**src/rtl/spx_ram.sv**
```systemverilog
// spectrum to xyz: generic single write port ram with registered read
// no dependencies
`default_nettype none

module spx_ram #(
	parameter int WIDTH = 16,
	parameter int DEPTH = 16
) (
	input  wire logic                     clk,
	input  wire logic                     we,
	input  wire logic [$clog2(DEPTH)-1:0] waddr,
	input  wire logic [WIDTH-1:0]         wdata,
	input  wire logic [$clog2(DEPTH)-1:0] raddr,
	output      logic [WIDTH-1:0]         rdata
);

	logic [WIDTH-1:0] mem_q [DEPTH];

	always_ff @(posedge clk) begin
		if (we) begin
			mem_q[waddr] <= wdata;
		end
		rdata <= mem_q[raddr];
	end

endmodule

`default_nettype wire

```
**config.mk**
```make
export PLATFORM = sky130hd
export DESIGN_NAME = spx_ram
export DESIGN_NICKNAME = d
export VERILOG_FILES = /design/src/rtl/spx_ram.sv
export SDC_FILE = /design/constraint.sdc
export NUM_CORES = 1
export LEC_CHECK = 0
export BUFFER_PORTS_ARGS = -buffer_cell sky130_fd_sc_hd__buf_2
export CAP_MARGIN = 5
export CORE_ASPECT_RATIO = 0.8
export CORE_MARGIN = 5
export CORE_UTILIZATION = 65
export DETAILED_ROUTE_END_ITERATION = 12
export HOLD_SLACK_MARGIN = 0.03
export PLACE_DENSITY = 0.93
export SYNTH_ARGS = -nofsm -noshare
export SYNTH_HDL_FRONTEND = slang
export SYNTH_SLANG_ARGS = --single-unit
```
**constraint.sdc**
```tcl
create_clock -name clk -period 6.6 [get_ports clk]
set_clock_uncertainty 0.1 [all_clocks]
set_input_delay 0 -clock clk [delete_from_list [all_inputs] [get_ports clk]]
set_output_delay 0 -clock clk [all_outputs]
set_load 0.05 [all_outputs]
```
==> flow_summary.ini <==
[run_status]
status = completed

[floorplanning]
die_h_um = 121.2
ios = 42
start_util = 0.6667
core.rowCount = 40
core-area_um2 = 15060
die_area_um2 = 18050
die-width_um = 149.0

[global_routing]
grt_pass1_vias = 4992
gr-usage-all-layers = 0.2430
grt-ovfl-total = 0
grt_max_degree = 65
grt_first_pass_wirelength_um = 31530
antenna_found_initial = 0

[clock_network]
cts_setup_buffers = 0
cts_buffers = 25
cts_tree = done
clockBufferDepth = 3
cts_root_buffer = clkbuf_16
clk_latency_ns = 0.51
h-tree-depth = 1
cts_resized = 0
path_clk_slew_ns = 0.06
cts_sinks = 272

[power_and_ir_drop]
switchingPower_w = 0.0007242
power.internal_w = 0.002756
p_leak_nw = 3.718
combPwrFrac = 0.061
powerDensity_nw_per_um2 = 304.6
ir_drop_v = 0.0002979
p_clk_frac = 0.380
switching_share = 0.2081
seqPwrFrac = 0.558

[final_layout]
fillerInstances = 764
layout-drive-gt1-share = 0.2844
nets = 533
antenna_cells = 0
fin_cells = 734
area_delta_synth_final_pct = 13.78

[setup_path]
worstSetupEndpointType = register
crit_fanout = 16
ff2ff_setup_slack_ns = 5.11
slowest_delay_ns = 1.06
cp_slowest_cell = nor2_2
required_ns = 6.61
crit_arrival_ns = 2.00
cp_top_family = simple AND/OR/NAND/NOR gates
path_class = primary input to register
path_cells = dlygate4sd3_1, buf_2, nand2_1, nor2_2
cp_num_buf_inv = 2
startpoint_type = primary input

[timing]
rsz0062_at_grt = no
tightest_slew_ns = 1.332
setup_viol = 0
relSlewSlack = 0.1107
min_period_over_period = 0.3014
finalHoldViolations = 0
setup_tns_ns = 0
final-max-slew-violation-count = 0
fmax_mhz = 502.7
period_needed_ns = 1.989
hold_ws_ns = 0.05156

[drt]
wl_um = 20960
drc = 0
first_pass_iters = 5
dr.first_iter.drc_count = 516
wl_per_cell_um = 28.55
vias = 4764
antenna_left = 0
via_per_inst = 6.490

[yosys]
yosys_warnings = 0
ys_types = 19
synth_area_per_cell_um2 = 23.25
synth_seq_cells = 272
syn_area_um2 = 10040
ys_seq_area_frac = 0.7973
syn_nets = 458
synthCells = 432

[placement]
io_buffers = 41
hpwl_um = 10810
gp_congestion = 0.7360
place_inst = 672

[worst_hold_path]
hold_class = primary input to register

[job]
cap_violations = 0
==> flip-flops by register name, indices dropped and copies added (netlist names) <==
register  count
rdata        16
mem_q       256
==> worst register-to-register path, cell delays in order (launching register included) <==
cell	delay, ns
edfxtp_1	0.42
mux4_1	0.56
a22oi_1	0.20
nand2_1	0.08
==> worst paths after layout <==
check / end / cells after the start / startpoint
setup / recovery: mem_q[7][15]$_DFFE_PP_ / 4 / waddr[0]
hold / removal: mem_q[12][6]$_DFFE_PP_ / 3 / waddr[1]
setup reg to reg: rdata[4]$_DFF_P_ / 3 / mem_q[1][4]$_DFFE_PP_
hold reg to reg: rdata[1]$_DFF_P_ / 3 / mem_q[6][1]$_DFFE_PP_
==> cells by family after synthesis <==
family,Yosys count,synth area share
flops,272,0.7973
mux,64,0.1473
simple gates,43,0.01918
compound gates,32,0.02392
buf+inv,21,0.01233
==> timing repair <==
item	in CTS	in global routing
endpoints found under the setup margin	0	0
hold endpoints to repair	263	0
hold buffers	18	0
==> placed cells by master (no fill, tap or decap), types with 10 or more instances in the layout <==
cell / Yosys / routed
edfxtp_1: 256 / 256
clkbuf_1: 8 / 12
a22oi_1: 32 / 32
buf_4: 3 / 11
buf_2: 3 / 40
nor2_2: 0 / 11
dfxtp_1: 16 / 16
mux4_2: 54 / 54
mux4_1: 10 / 10
nand2_1: 17 / 17
dlygate4sd3_1: 0 / 18
clkbuf_16: 0 / 25
==> final cells by class <==
type / count / area (um2) / area share
Clock buffer: 38 / 684.4 / 0.05989
Clock inverter: 6 / 50.05 / 0.004380
Multi-Input combinational cell: 139 / 1959 / 0.1715
Sequential cell: 272 / 8008 / 0.7008
Tap cell: 210 / 262.8 / 0.02299
Timing Repair Buffer: 69 / 462.9 / 0.04051
==> metal layers <==
layer	part of all wire	global-route usage
met5	0	0
met1	0.36	0.3290
met3	0.092	0.04854
met2	0.52	0.4134
met4	0.028	0.06518
==> power groups by stage <==
stage                     Combinational [W]  Clock, W  Sequential, W
after floorplan                   0.0000942         0        0.00202
after global placement             0.000195         0        0.00198
after detailed placement           0.000204         0        0.00198
after CTS                          0.000214   0.00134        0.00194
after global routing               0.000226   0.00141        0.00195
final                              0.000213   0.00132        0.00194
==> stage by stage <==
step	cell area [um2]	power, W	utilization	worst slack [ns]
after floorplan	10040	0.002111	-	4.445
after global placement	10510	0.002171	0.6978	4.278
after detailed placement	10510	0.002184	0.6978	4.204
after CTS	11430	0.003496	0.7586	4.636
after global routing	11430	0.003585	0.7586	4.564
final	11430	0.003480	0.7586	4.611
==> cells in the mapped netlist, drive strengths merged <==
library cell  count  area [um2]
nor3              4       20.02
mux4             64        1479
nor2b             2       12.51
clkbuf            8       30.03
or3b              1       8.760
nand3             1       5.000
a22oi            32       240.2
nor2             13       48.80
edfxtp          256        7687
and2              1       6.260
nand2            17       63.81
nand3b            2       15.01
dfxtp            16       320.3
nand2b            2       12.51
buf              13       93.83
Power figures use the tool's default switching activity.
