--- src/rtl/spx_pkg.sv ---
// spectrum to xyz: shared widths, sequencer states and the d50 / cie 1931 rom tables
// used by every file of the block except spx_ram; depends on nothing
`default_nettype none

package spx_pkg;

	localparam int MAX_BANDS   = 16;
	localparam int BAND_AW     = $clog2(MAX_BANDS);
	localparam int BAND_CW     = $clog2(MAX_BANDS + 1);
	localparam int GRID_POINTS = 71;
	localparam int GRID_IW     = $clog2(GRID_POINTS);

	localparam int WL_W   = 14;
	localparam int VAL_W  = 16;
	localparam int OUT_W  = 16;
	localparam int D50_W  = 17;
	localparam int CMF_W  = 21;
	localparam int MUL_AW = 33;
	localparam int MUL_BW = 21;
	localparam int PROD_W = MUL_AW + MUL_BW;
	localparam int NUMI_W = 31;
	localparam int ACC_W  = 61;
	localparam int K_W    = 44;
	localparam int NUM_W  = 64;
	localparam int DEN_W  = K_W + 5;
	localparam int QUO_W  = OUT_W + 1;
	localparam int STEP_W = $clog2(QUO_W + 1);

	localparam logic [WL_W-1:0] GRID_START = WL_W'(6080);
	localparam logic [WL_W-1:0] GRID_STEP  = WL_W'(80);
	localparam logic [GRID_IW-1:0] GRID_LAST = GRID_IW'(GRID_POINTS - 1);

	typedef enum logic [4:0] {
		S_IDLE,
		S_PT,
		S_SCAN_RD,
		S_SCAN_CHK,
		S_MUL_A,
		S_MUL_B,
		S_DIV_GO,
		S_DIV_WAIT,
		S_MUL_RW,
		S_MUL_X,
		S_MUL_Y,
		S_MUL_Z,
		S_MUL_K,
		S_ACC_K,
		S_SC_PREP,
		S_SC_GO,
		S_SC_WAIT,
		S_OUT
	} spx_state_t;

	typedef struct packed {
		logic             start;
		logic [NUM_W-1:0] num;
		logic [DEN_W-1:0] den;
	} div_req_t;

	typedef struct packed {
		logic             busy;
		logic             done;
		logic [OUT_W-1:0] quo;
	} div_rsp_t;

	localparam logic [D50_W-1:0] D50_ROM [GRID_POINTS] = '{
		17'd24488, 17'd27179, 17'd29871, 17'd39589, 17'd49308, 17'd52910, 17'd56513,
		17'd58273, 17'd60034, 17'd58926, 17'd57818, 17'd66321, 17'd74825, 17'd81036,
		17'd87247, 17'd88930, 17'd90612, 17'd90990, 17'd91368, 17'd93238, 17'd95109,
		17'd93536, 17'd91963, 17'd93843, 17'd95724, 17'd96169, 17'd96613, 17'd96871,
		17'd97129, 17'd99614, 17'd102099, 17'd101427, 17'd100755, 17'd101536,
		17'd102317, 17'd101159, 17'd100000, 17'd98868, 17'd97735, 17'd98327,
		17'd98918, 17'd96208, 17'd93499, 17'd95593, 17'd97688, 17'd98478, 17'd99269,
		17'd99155, 17'd99042, 17'd97382, 17'd95722, 17'd97290, 17'd98857, 17'd97262,
		17'd95667, 17'd96929, 17'd98190, 17'd100597, 17'd103003, 17'd101068,
		17'd99133, 17'd93257, 17'd87381, 17'd89492, 17'd91604, 17'd92246, 17'd92889,
		17'd84872, 17'd76854, 17'd81683, 17'd86511
	};

	localparam logic [CMF_W-1:0] XBAR_ROM [GRID_POINTS] = '{
		21'd1368, 21'd2236, 21'd4243, 21'd7650, 21'd14310, 21'd23190, 21'd43510,
		21'd77630, 21'd134380, 21'd214770, 21'd283900, 21'd328500, 21'd348280,
		21'd348060, 21'd336200, 21'd318700, 21'd290800, 21'd251100, 21'd195360,
		21'd142100, 21'd95640, 21'd57950, 21'd32010, 21'd14700, 21'd4900, 21'd2400,
		21'd9300, 21'd29100, 21'd63270, 21'd109600, 21'd165500, 21'd225750,
		21'd290400, 21'd359700, 21'd433450, 21'd512050, 21'd594500, 21'd678400,
		21'd762100, 21'd842500, 21'd916300, 21'd978600, 21'd1026300, 21'd1056700,
		21'd1062200, 21'd1045600, 21'd1002600, 21'd938400, 21'd854450, 21'd751400,
		21'd642400, 21'd541900, 21'd447900, 21'd360800, 21'd283500, 21'd218700,
		21'd164900, 21'd121200, 21'd87400, 21'd63600, 21'd46770, 21'd32900,
		21'd22700, 21'd15840, 21'd11359, 21'd8111, 21'd5790, 21'd4109, 21'd2899,
		21'd2049, 21'd1440
	};

	localparam logic [CMF_W-1:0] YBAR_ROM [GRID_POINTS] = '{
		21'd39, 21'd64, 21'd120, 21'd217, 21'd396, 21'd640, 21'd1210, 21'd2180,
		21'd4000, 21'd7300, 21'd11600, 21'd16840, 21'd23000, 21'd29800, 21'd38000,
		21'd48000, 21'd60000, 21'd73900, 21'd90980, 21'd112600, 21'd139020,
		21'd169300, 21'd208020, 21'd258600, 21'd323000, 21'd407300, 21'd503000,
		21'd608200, 21'd710000, 21'd793200, 21'd862000, 21'd914850, 21'd954000,
		21'd980300, 21'd994950, 21'd1000000, 21'd995000, 21'd978600, 21'd952000,
		21'd915400, 21'd870000, 21'd816300, 21'd757000, 21'd694900, 21'd631000,
		21'd566800, 21'd503000, 21'd441200, 21'd381000, 21'd321000, 21'd265000,
		21'd217000, 21'd175000, 21'd138200, 21'd107000, 21'd81600, 21'd61000,
		21'd44580, 21'd32000, 21'd23200, 21'd17000, 21'd11920, 21'd8210, 21'd5723,
		21'd4102, 21'd2929, 21'd2091, 21'd1484, 21'd1047, 21'd740, 21'd520
	};

	localparam logic [CMF_W-1:0] ZBAR_ROM [GRID_POINTS] = '{
		21'd6450, 21'd10550, 21'd20050, 21'd36210, 21'd67850, 21'd110200,
		21'd207400, 21'd371300, 21'd645600, 21'd1039050, 21'd1385600, 21'd1622960,
		21'd1747060, 21'd1782600, 21'd1772110, 21'd1744100, 21'd1669200,
		21'd1528100, 21'd1287640, 21'd1041900, 21'd812950, 21'd616200, 21'd465180,
		21'd353300, 21'd272000, 21'd212300, 21'd158200, 21'd111700, 21'd78250,
		21'd57250, 21'd42160, 21'd29840, 21'd20300, 21'd13400, 21'd8750, 21'd5750,
		21'd3900, 21'd2750, 21'd2100, 21'd1800, 21'd1650, 21'd1400, 21'd1100,
		21'd1000, 21'd800, 21'd600, 21'd340, 21'd240, 21'd190, 21'd100, 21'd50,
		21'd30, 21'd20, 21'd10, 21'd0, 21'd0, 21'd0, 21'd0, 21'd0, 21'd0, 21'd0,
		21'd0, 21'd0, 21'd0, 21'd0, 21'd0, 21'd0, 21'd0, 21'd0, 21'd0, 21'd0
	};

endpackage

`default_nettype wire

--- src/rtl/spx_mul.sv ---
// spectrum to xyz: shared unsigned multiplier with registered product
// depends on spx_pkg
`default_nettype none

module spx_mul import spx_pkg::*; (
	input  wire logic              clk,
	input  wire logic [MUL_AW-1:0] a,
	input  wire logic [MUL_BW-1:0] b,
	output      logic [PROD_W-1:0] prod_q
);

	always_ff @(posedge clk) begin
		prod_q <= PROD_W'(a) * PROD_W'(b);
	end

endmodule

`default_nettype wire

--- config.mk ---
export PLATFORM = sky130hd
export DESIGN_NAME = spx_mul
export DESIGN_NICKNAME = d
export VERILOG_FILES = /design/src/rtl/spx_pkg.sv /design/src/rtl/spx_mul.sv
export SDC_FILE = /design/constraint.sdc
export NUM_CORES = 2
export LEC_CHECK = 0
export ABC_AREA = 1
export ABC_CLOCK_PERIOD_IN_PS = 7800
export BUFFER_PORTS_ARGS = -buffer_cell sky130_fd_sc_hd__buf_2
export CORE_MARGIN = 2
export CORE_UTILIZATION = 61
export CTS_BUF_LIST = sky130_fd_sc_hd__clkbuf_4
export CTS_CLUSTER_DIAMETER = 50
export DETAILED_ROUTE_END_ITERATION = 6
export PLACE_DENSITY = 0.79
export SETUP_SLACK_MARGIN = 0.15
export SLEW_MARGIN = 30
export SYNTH_ARGS = -nofsm -noshare
export SYNTH_HDL_FRONTEND = slang
export SYNTH_SLANG_ARGS = --single-unit
--- constraint.sdc ---
create_clock -name clk -period 7.8 [get_ports clk]
set_clock_uncertainty 0.15 [all_clocks]
set_input_delay 0.78 -clock clk [delete_from_list [all_inputs] [get_ports clk]]
set_output_delay 0.78 -clock clk [all_outputs]
set_load 0.03 [all_outputs]
==> results by group <==
Worst setup path
  • Largest stage delay, worst path: 0.57 ns
  • CP top delay family: adder cells
  • Slowest CP cell: fa_1
  • Setup CP Type: in2reg
  • Cell Chain, Critical Path: buf_2, nand2_1, fa_1, fa_1, fa_1, inv_1, fa_1, fa_1, fa_1, inv_1, fa_1, inv_1, ha_1, nand2_2, inv_1, a21oi_1, nand2_1, nand3b_2, nand2_1, nand2_1, nand2_1, nand2_1
  • Critical path buffer and inverter count: 5
  • Crit path depth: 22
  • Top cell by count, worst path: fa_1
  • Arrival @ worst endpoint: 6.91 ns
  • Data required, critical path: 7.97 ns
  • Crit path max fanout: 33
  • Startpoint types: input port
  • CP endpoint kind: flip-flop

Detailed routing
  • Via-to-Cell Ratio: 5.07
  • Post-route ant nets: 0
  • Mean routed wirelength per cell: 15.7 um
  • Uppermost layer routed: met5
  • Drc violations: 1
  • Post-route met1 wirelength: 24700 um
  • Routed wl met2: 31100 um
  • Met3 wire len: 4200 um
  • Initial drt markers: 1442
  • DR pass1 iterations: 7
  • Final WL: 62200 um
  • Routed vias: 20042

STA
  • RSZ-0062 raised after global routing: false
  • Slew HR: 0.448
  • Final min period: 6.74 ns
  • Peak Freq: 148 MHz
  • Worst Tran Pin Value: 0.828 ns
  • Tcrit/Tclk final: 0.864
  • Max Slew Vio Count: 0
  • Final count of hold timing violations: 0
  • Setup TNS: 0 ns
  • Endpoints failing setup: 0

Floorplanning
  • Rows: 74
  • Core area: 40900 um^2
  • Die Wd: 208 um
  • Starting density of the core: 0.619
  • IO Count: 109
  • Die area: 43200 um^2
  • Die span in y: 208 um

CTS
  • Postcts setup bufs: 0
  • CTS tree: done
  • Clock Sinks: 54
  • Post_cts resized: 0
  • Root Driver: clkbuf_4
  • Hold-fix buffers at CTS: 0
  • CTS Buffer Depth: 2
  • Cts bufs inserted: 5
  • Clock Pin Slew Worst Setup and Hold Paths: 0.17 ns
  • H-tree Lvls: 2

Global route
  • First-pass GRT wire length: 104000 um
  • Initial antenna violation count: 3
  • GRT Resource Usage Total: 0.301
  • Vias in the first global route: 20926
  • Largest net degree at the start of global routing: 34
  • Grt ovf: 0

Synth
  • Synth Area in XOR/XNOR: 0.0118
  • Synth cell types: 33
  • Post-synthesis simple-gate area fraction: 0.198
  • Adder-Cell Fraction of Synth Area: 0.544
  • Cells after Synth: 3436
  • Synthesized net count: 4241
  • Compound-Gate Fraction of Synth Area: 0.0131
  • Post-synthesis cell area: 25300 um^2
  • Yosys reg bits: 54
  • Largest family of logic cells by synthesized area: adder cells
  • Sequential-to-total area share from yosys stat: 0.0427
  • Mux cell area share after synthesis: 0
  • Yosys Warn Count: 0
  • Syn avg cell area: 7.37 um^2

Place
  • HPWL Detailed: 53300 um
  • IO Port Bufs: 108
  • Placer Congestion: 1.01

Cells and area
  • Layout area overhead: 3.37%
  • Largest Register: prod_q
  • Max reg flops: 54
  • Ratio of cells with drive above 1 in the final layout: 0.0541
  • Nets: 4222
  • # fillers: 3639
  • Regs by FF count: prod_q: 54 flops

Job
  • Maxcap violations: 0

Min path
  • Hold path depth: 3
  • Min-Delay Path Class: in2reg

Outcome
  • Status: complete, but fails checks
  • Failing checks: DRC
[metrics by stage]
step,utilization,worst slack (ns),hold slack (ns),area (um^2),cells
CTS,0.640,1.12,0.702,26200,3950
floorplan,-,1.41,0.728,25300,3436
finish,0.640,1.06,0.716,26200,3952
detailed placement,0.637,0.712,1.06,26100,3942
global placement,0.637,0.704,1.06,26100,3942
global route,0.640,0.853,0.727,26200,3951
[synth_stat cells]
cell,n,area share
inv_2,12,0.0018
o21ai_1,3,0.00059
nand3_1,42,0.0083
dfxtp_1,54,0.043
nand2_1,1071,0.16
nand2_2,11,0.0027
nor2_1,78,0.012
fa_1,586,0.46
clkbuf_1,150,0.022
nor3_1,5,0.00099
ha_1,164,0.081
inv_1,1118,0.17
nand3b_1,6,0.0018
a21oi_1,39,0.0077
nor2_4,5,0.0022
xor2_1,28,0.0097
and2_1,1,0.00025
a21o_1,2,0.00059
a21boi_0,2,0.00059
nand4_1,10,0.0025
nand3b_2,1,0.00044
o21a_1,3,0.00089
o21ai_2,1,0.00035
o21ai_0,3,0.00059
nor2_2,13,0.0032
nor3_4,2,0.0013
xnor2_1,6,0.0021
nor3_2,4,0.0016
o21bai_1,6,0.0018
clkinv_1,3,0.00044
nor4_1,3,0.00074
nand2_4,2,0.00089
nand3_2,2,0.00079
[worst paths after layout]
check             slack (ns)  startpoint            endpoint
setup / recovery        1.06        b[9]  prod_q[42]$_DFF_P_
hold / removal          0.72        b[0]   prod_q[0]$_DFF_P_
[layout by cell type (no fill, tap or decap), drive strengths merged, types with 7 or more instances in the layout]
cell type and n:
a21oi 39, buf 124, dfxtp 54, fa 586
ha 164, inv 1131, nand2 1084, nand3 44
nand3b 7, nand4 10, nor2 96, nor3 11
o21ai 7, xor2 28
[worst min-delay path: cells and delay by family]
family | cells | cell delay [ns]
buffers and inverters | 2 | 0.34
AND/OR/NAND/NOR | 1 | 0.13
[cells by family (layout without fill, tap and decap cells)]
family | count (synthesis) | in the layout
other cells | 0 | 2
compound gates | 59 | 59
flops | 54 | 54
xor+xnor | 34 | 34
fa+ha+maj | 750 | 750
simple gates | 1256 | 1256
buf+inv | 1283 | 1265
[routing by layer]
layer  global-route usage  vias to the layer above
met2                0.520                      739
met1                0.397                     9829
met5                    0                        -
met4               0.0986                        2
li1                     -                     9323
met3               0.0351                      149
[cell type report]
class,instances,area [um^2],area share
diodes,2,5.00,0.000191
clock buffers,5,37.5,0.00143
clock inverters,3,48.8,0.00186
inverters,1133,4250,0.162
multi-input cells,2099,19400,0.742
flip-flops and latches,54,1080,0.0413
well taps,532,666,0.0254
repair buffers,124,661,0.0252
Power is not shown: default switching activity piles up to over one toggle a cycle in this logic, so the estimate is an artifact.
