### config.mk
export PLATFORM = sky130hd
export DESIGN_NAME = spx_div
export DESIGN_NICKNAME = d
export VERILOG_FILES = /design/src/rtl/spx_pkg.sv /design/src/rtl/spx_div.sv
export SDC_FILE = /design/constraint.sdc
export NUM_CORES = 1
export LEC_CHECK = 0
export ABC_AREA = 1
export BUFFER_PORTS_ARGS = -buffer_cell sky130_fd_sc_hd__clkbuf_2
export CORE_MARGIN = 3
export CORE_UTILIZATION = 40
export CTS_CLUSTER_SIZE = 25
export DETAILED_ROUTE_END_ITERATION = 8
export PLACE_DENSITY = 0.61
export SKIP_LAST_GASP = 1
export SLEW_MARGIN = 20
export SYNTH_ARGS = -nofsm -noshare
export SYNTH_HDL_FRONTEND = slang
export SYNTH_SLANG_ARGS = --single-unit
### constraint.sdc
create_clock -name clk -period 5.65 [get_ports clk]
set_input_delay 0.8475 -clock clk [delete_from_list [all_inputs] [get_ports clk]]
set_output_delay 0.8475 -clock clk [all_outputs]
set_load 0.02 [all_outputs]
### src/rtl/spx_pkg.sv
// spectrum to xyz: shared widths, sequencer states and the d50 / cie 1931 rom tables
// used by every file of the block except spx_ram; depends on nothing
`default_nettype none

package spx_pkg;

	localparam int MAX_BANDS   = 16;
	localparam int BAND_AW     = $clog2(MAX_BANDS);
	localparam int BAND_CW     = $clog2(MAX_BANDS + 1);
	localparam int GRID_POINTS = 71;
	localparam int GRID_IW     = $clog2(GRID_POINTS);

	localparam int WL_W   = 14;
	localparam int VAL_W  = 16;
	localparam int OUT_W  = 16;
	localparam int D50_W  = 17;
	localparam int CMF_W  = 21;
	localparam int MUL_AW = 33;
	localparam int MUL_BW = 21;
	localparam int PROD_W = MUL_AW + MUL_BW;
	localparam int NUMI_W = 31;
	localparam int ACC_W  = 61;
	localparam int K_W    = 44;
	localparam int NUM_W  = 64;
	localparam int DEN_W  = K_W + 5;
	localparam int QUO_W  = OUT_W + 1;
	localparam int STEP_W = $clog2(QUO_W + 1);

	localparam logic [WL_W-1:0] GRID_START = WL_W'(6080);
	localparam logic [WL_W-1:0] GRID_STEP  = WL_W'(80);
	localparam logic [GRID_IW-1:0] GRID_LAST = GRID_IW'(GRID_POINTS - 1);

	typedef enum logic [4:0] {
		S_IDLE,
		S_PT,
		S_SCAN_RD,
		S_SCAN_CHK,
		S_MUL_A,
		S_MUL_B,
		S_DIV_GO,
		S_DIV_WAIT,
		S_MUL_RW,
		S_MUL_X,
		S_MUL_Y,
		S_MUL_Z,
		S_MUL_K,
		S_ACC_K,
		S_SC_PREP,
		S_SC_GO,
		S_SC_WAIT,
		S_OUT
	} spx_state_t;

	typedef struct packed {
		logic             start;
		logic [NUM_W-1:0] num;
		logic [DEN_W-1:0] den;
	} div_req_t;

	typedef struct packed {
		logic             busy;
		logic             done;
		logic [OUT_W-1:0] quo;
	} div_rsp_t;

	localparam logic [D50_W-1:0] D50_ROM [GRID_POINTS] = '{
		17'd24488, 17'd27179, 17'd29871, 17'd39589, 17'd49308, 17'd52910, 17'd56513,
		17'd58273, 17'd60034, 17'd58926, 17'd57818, 17'd66321, 17'd74825, 17'd81036,
		17'd87247, 17'd88930, 17'd90612, 17'd90990, 17'd91368, 17'd93238, 17'd95109,
		17'd93536, 17'd91963, 17'd93843, 17'd95724, 17'd96169, 17'd96613, 17'd96871,
		17'd97129, 17'd99614, 17'd102099, 17'd101427, 17'd100755, 17'd101536,
		17'd102317, 17'd101159, 17'd100000, 17'd98868, 17'd97735, 17'd98327,
		17'd98918, 17'd96208, 17'd93499, 17'd95593, 17'd97688, 17'd98478, 17'd99269,
		17'd99155, 17'd99042, 17'd97382, 17'd95722, 17'd97290, 17'd98857, 17'd97262,
		17'd95667, 17'd96929, 17'd98190, 17'd100597, 17'd103003, 17'd101068,
		17'd99133, 17'd93257, 17'd87381, 17'd89492, 17'd91604, 17'd92246, 17'd92889,
		17'd84872, 17'd76854, 17'd81683, 17'd86511
	};

	localparam logic [CMF_W-1:0] XBAR_ROM [GRID_POINTS] = '{
		21'd1368, 21'd2236, 21'd4243, 21'd7650, 21'd14310, 21'd23190, 21'd43510,
		21'd77630, 21'd134380, 21'd214770, 21'd283900, 21'd328500, 21'd348280,
		21'd348060, 21'd336200, 21'd318700, 21'd290800, 21'd251100, 21'd195360,
		21'd142100, 21'd95640, 21'd57950, 21'd32010, 21'd14700, 21'd4900, 21'd2400,
		21'd9300, 21'd29100, 21'd63270, 21'd109600, 21'd165500, 21'd225750,
		21'd290400, 21'd359700, 21'd433450, 21'd512050, 21'd594500, 21'd678400,
		21'd762100, 21'd842500, 21'd916300, 21'd978600, 21'd1026300, 21'd1056700,
		21'd1062200, 21'd1045600, 21'd1002600, 21'd938400, 21'd854450, 21'd751400,
		21'd642400, 21'd541900, 21'd447900, 21'd360800, 21'd283500, 21'd218700,
		21'd164900, 21'd121200, 21'd87400, 21'd63600, 21'd46770, 21'd32900,
		21'd22700, 21'd15840, 21'd11359, 21'd8111, 21'd5790, 21'd4109, 21'd2899,
		21'd2049, 21'd1440
	};

	localparam logic [CMF_W-1:0] YBAR_ROM [GRID_POINTS] = '{
		21'd39, 21'd64, 21'd120, 21'd217, 21'd396, 21'd640, 21'd1210, 21'd2180,
		21'd4000, 21'd7300, 21'd11600, 21'd16840, 21'd23000, 21'd29800, 21'd38000,
		21'd48000, 21'd60000, 21'd73900, 21'd90980, 21'd112600, 21'd139020,
		21'd169300, 21'd208020, 21'd258600, 21'd323000, 21'd407300, 21'd503000,
		21'd608200, 21'd710000, 21'd793200, 21'd862000, 21'd914850, 21'd954000,
		21'd980300, 21'd994950, 21'd1000000, 21'd995000, 21'd978600, 21'd952000,
		21'd915400, 21'd870000, 21'd816300, 21'd757000, 21'd694900, 21'd631000,
		21'd566800, 21'd503000, 21'd441200, 21'd381000, 21'd321000, 21'd265000,
		21'd217000, 21'd175000, 21'd138200, 21'd107000, 21'd81600, 21'd61000,
		21'd44580, 21'd32000, 21'd23200, 21'd17000, 21'd11920, 21'd8210, 21'd5723,
		21'd4102, 21'd2929, 21'd2091, 21'd1484, 21'd1047, 21'd740, 21'd520
	};

	localparam logic [CMF_W-1:0] ZBAR_ROM [GRID_POINTS] = '{
		21'd6450, 21'd10550, 21'd20050, 21'd36210, 21'd67850, 21'd110200,
		21'd207400, 21'd371300, 21'd645600, 21'd1039050, 21'd1385600, 21'd1622960,
		21'd1747060, 21'd1782600, 21'd1772110, 21'd1744100, 21'd1669200,
		21'd1528100, 21'd1287640, 21'd1041900, 21'd812950, 21'd616200, 21'd465180,
		21'd353300, 21'd272000, 21'd212300, 21'd158200, 21'd111700, 21'd78250,
		21'd57250, 21'd42160, 21'd29840, 21'd20300, 21'd13400, 21'd8750, 21'd5750,
		21'd3900, 21'd2750, 21'd2100, 21'd1800, 21'd1650, 21'd1400, 21'd1100,
		21'd1000, 21'd800, 21'd600, 21'd340, 21'd240, 21'd190, 21'd100, 21'd50,
		21'd30, 21'd20, 21'd10, 21'd0, 21'd0, 21'd0, 21'd0, 21'd0, 21'd0, 21'd0,
		21'd0, 21'd0, 21'd0, 21'd0, 21'd0, 21'd0, 21'd0, 21'd0, 21'd0, 21'd0
	};

endpackage

`default_nettype wire

### src/rtl/spx_div.sv
// spectrum to xyz: shared restoring divider, one quotient bit per cycle
// saturates to the 16-bit range; depends on spx_pkg
`default_nettype none

module spx_div import spx_pkg::*; (
	input  wire logic     clk,
	input  wire logic     arst_n,
	input  wire div_req_t req,
	output      div_rsp_t rsp
);

	logic              busy_q;
	logic              done_q;
	logic [STEP_W-1:0] step_q;
	logic [DEN_W-1:0]  rem_q;
	logic [DEN_W-1:0]  den_q;
	logic [QUO_W-1:0]  lo_q;
	logic [QUO_W-1:0]  quo_q;
	logic [DEN_W:0]    trial;
	logic              fit;
	logic              too_big;

	assign trial   = {rem_q, lo_q[QUO_W-1]};
	assign fit     = trial >= {1'b0, den_q};
	// quotient would need more than QUO_W bits
	assign too_big = (DEN_W + 1)'(req.num[NUM_W-1:QUO_W]) >= {1'b0, req.den};

	always_ff @(posedge clk or negedge arst_n) begin
		if (!arst_n) begin
			busy_q <= 1'b0;
			done_q <= 1'b0;
			step_q <= '0;
		end else begin
			done_q <= 1'b0;
			if (req.start) begin
				if (too_big) begin
					done_q <= 1'b1;
				end else begin
					busy_q <= 1'b1;
					step_q <= STEP_W'(QUO_W);
				end
			end else if (busy_q) begin
				step_q <= step_q - 1'b1;
				if (step_q == STEP_W'(1)) begin
					busy_q <= 1'b0;
					done_q <= 1'b1;
				end
			end
		end
	end

	always_ff @(posedge clk) begin
		if (req.start) begin
			den_q <= req.den;
			rem_q <= DEN_W'(req.num[NUM_W-1:QUO_W]);
			lo_q  <= req.num[QUO_W-1:0];
			quo_q <= too_big ? '1 : '0;
		end else if (busy_q) begin
			rem_q <= fit ? DEN_W'(trial - {1'b0, den_q}) : DEN_W'(trial);
			lo_q  <= {lo_q[QUO_W-2:0], 1'b0};
			quo_q <= {quo_q[QUO_W-2:0], fit};
		end
	end

	assign rsp.busy = busy_q;
	assign rsp.done = done_q;
	assign rsp.quo  = quo_q[QUO_W-1] ? '1 : quo_q[OUT_W-1:0];

endmodule

`default_nettype wire

==> qor.txt <==
status -> finished, final reports clean
io pins -> 134
Seq/Total Area, Yosys -> 34.7%
crit path to -> rem_q[43]
synthesized net count -> 2007
share of cells above drive strength 1 -> 9.81%
final worst-path cycle share -> 59.8%
final total power -> 6.46 mW
crit path buf inv count -> 4
Ant. Diodes -> 0
CTS Hold Bufs -> 0
CTS sink cnt -> 139
Vias/cell -> 4.80
CTS tree -> built
CP arrival -> 3.58 ns
Worst Setup Path Type -> reg2reg
Worst R2R End -> rem_q[43]
VDD IR max -> 0.216 mV
DRC Markers -> 0
Setup crit end kind -> flip-flop
die area -> 31700 um2
instance count on the critical path -> 16
initial core utilization -> 41.0%
H-tree depth -> 4
final setup fails -> 0
worst r2r path cells -> 16
Setup Skew -> 0.0226 ns
register share of total power -> 25.1%
power density over the cells -> 478 nW/um2
post-synth cell types -> 40
crit path from -> lo_q[16]
r2r startpoint -> lo_q[16]
CP max FO -> 42
Congestion Overflow GR -> 0
Slew @ Worst Pin -> 0.874 ns
nets@finish -> 2128
initial antenna violation count -> 0
Synth Register Bits -> 139
Comb power frac -> 56.8%
DR vias -> 11100
drt pass-1 iters -> 5
Synth area leaders -> edfxtp_1, nand2_1, inv_1, ha_1, nand3_1
Synth async-reset ratio -> 5.04%
DIE WIDTH -> 178 um
Root Buffer -> clkbuf_16
WP data required -> 5.85 ns
Clk Latency, worst-skew pair -> 0.45 ns
setup ws final -> 2.27 ns
syn avg cell area -> 6.62 um2
Syn-to-layout area delta -> 13.9%
clk slew on worst S/H paths -> 0.08 ns
max_slew headroom -> 41.7%
Resized Gates After CTS -> 0
post-route ant nets -> 0
Yosys top cell area share -> 32.9%
Setup TNS -> 0 ns
row count -> 62
achievable clock frequency -> 296 MHz
Cell Chain, Critical Path -> inv_1 -> ha_1 -> inv_1 -> fa_1 -> nand3_1 -> nand3_1 -> nand2_1 -> nand2_1 -> nand2_2 -> buf_4 -> nand3_2 -> buf_12 -> nand2_4 -> nand2_1 -> nand2_1 -> nand2_1
crit path max-delay cell type -> buf_4
Switching Power -> 3.16 mW
area leader, netlist -> edfxtp_1
# port buffers -> 133
vias in the first global route -> 10900
power share of the clock group -> 18.1%
slowest stage delay, CP -> 0.49 ns
Post-CTS Repair Setup Buffers -> 0
worst reg2reg setup slack -> 2.27 ns
number of enable flip-flop cells after synthesis -> 130
final WL -> 35.6 mm
Static Leak -> 7.69 nW
routed len/inst -> 15.4 um
Place WS -> 2.29 ns
fin. max-slew vios -> 0
DP Wirelength -> 28.0 mm
dominant register cell in the synthesized netlist -> edfxtp_1
minimum clock period -> 3.38 ns
Die Y -> 178 um
first-pass GRT wire length -> 56.5 mm
routability cong. -> 0.965
GRT Overall Usage -> 22.9%
largest net degree at the start of global routing -> 83
RSZ-0062 raised after global routing -> false
Cells after Synth -> 1792
crit-path most repeated cell -> nand2_1
Top delay family on crit path -> simple AND/OR/NAND/NOR gates
Final Hold Viols -> 0
clk buf depth -> 2
internal power -> 3.30 mW
Core Area -> 28900 um2
Maximum Capacitance Violations -> 0
sw frac -> 48.9%
Filler Cells Inserted -> 3122
Cell Area, Synth -> 11900 um2
Hold Path Class -> in2async
CP Launch Type -> flip-flop
CTS buffer count -> 17
Yosys warning total -> 0
DRT iter0 DRCs -> 676
[worst min-delay path by stage]
stage | end | slack, ns | depth (start not counted)
6_report | step_q[1] | 0.23 | 1
5_1_grt | step_q[1] | 0.23 | 1
4_1_cts | step_q[1] | 0.22 | 1
3_5_place_dp | rem_q[47] | 0.47 | 2
3_3_place_gp | rem_q[48] | 0.46 | 2
2_1_floorplan | rem_q[48] | 0.44 | 2
[placed cells by master, fill, tap and decap left out, types with 2 or more instances in the layout]
cell type	Yosys	layout
inv_1	382	380
and3_1	2	2
o21bai_1	3	3
o21a_1	4	4
clkbuf_2	0	132
ha_1	98	98
a21oi_1	46	46
and2_1	3	3
or2_2	3	3
clkinvlp_4	0	3
nand3_1	101	101
nor2_1	124	124
a21o_1	2	2
inv_8	0	7
xnor2_1	25	25
nand3b_1	5	5
nor2_2	2	2
buf_4	2	7
o21ai_0	27	27
clkbuf_16	0	17
dfxtp_1	2	2
nor3_1	9	9
dfrtp_1	7	7
clkinv_8	0	3
edfxtp_1	130	130
nand2_1	703	703
inv_2	3	4
nor4_1	2	2
nand2_2	2	2
nand4_1	58	58
inv_6	0	2
[per-stage QoR]
stage | area (um2) | util (%) | hold WS [ns] | cells
final | 13500 | 46.7 | 0.234 | 2310
after global routing | 13500 | 46.7 | 0.230 | 2310
after CTS | 13500 | 46.7 | 0.221 | 2310
after detailed placement | 12900 | 44.6 | 0.475 | 2278
after global placement | 12900 | 44.6 | 0.460 | 2278
after floorplan | 11900 | - | 0.443 | 1792
[kinds of logic after synthesis]
| group | synth area share, % |
|---|---|
| AO/OA/AOI/OAI | 3.79 |
| XOR/XNOR | 1.92 |
| adder cells (fa/ha/maj) | 10.5 |
| buffers and inverters | 13.6 |
| flip-flops | 34.7 |
| AND/OR/NAND/NOR | 35.4 |
[power groups by stage]
stage	clock network (mW)	logic (mW)	registers [mW]
final	1.17	3.67	1.62
after CTS	1.19	3.66	1.62
after detailed placement	0	3.65	1.63
after floorplan	0	2.68	1.60
after global routing	1.22	4.19	1.65
after global placement	0	3.63	1.63
[sequential cells by signal, indices dropped and copies added, names as in the netlist]
register and flops:
busy_q 1, den_q 49, done_q 1, lo_q 17
quo_q 17, rem_q 49, step_q 5
[per-layer routing]
layer  part of all wire, %  up-vias  global-route usage (%)  routed length, um
met3                   5.5       28                    3.77               1950
met1                    47     4976                    31.3              16800
met5                     0        -                       0                  0
met2                    46      277                    38.0              16300
met4                   1.4        0                    5.16                511
li1                      -     5797                       -                  -
[worst register-to-register path, cell delays in order (launching register included)]
cell	delay (ns)
edfxtp_1	0.36
inv_1	0.08
ha_1	0.14
inv_1	0.08
fa_1	0.44
nand3_1	0.11
nand3_1	0.19
nand2_1	0.11
nand2_1	0.10
nand2_2	0.07
buf_4	0.49
nand3_2	0.33
buf_12	0.28
nand2_4	0.18
nand2_1	0.07
nand2_1	0.07
nand2_1	0.05
[Yosys cell counts, types with 9 or more instances]
cell type and n:
nor3_1 9, ha_1 98, nor2_1 124, nand3_1 101
nand2_1 703, clkbuf_1 25, o21ai_0 27, inv_1 382
xnor2_1 25, edfxtp_1 130, nand4_1 58, a21oi_1 46
[area by class of cell]
class                      count  area (um2)  area share [%]
sequential                   139        4120            30.5
clock inverter                15         168            1.24
multi-input combinational   1229        6130            45.4
inverter                     386        1450            10.7
tap                          384         480            3.56
clock buffer                  17         425            3.15
timing repair buffer         140         733            5.43
Power figures use the tool's default switching activity.
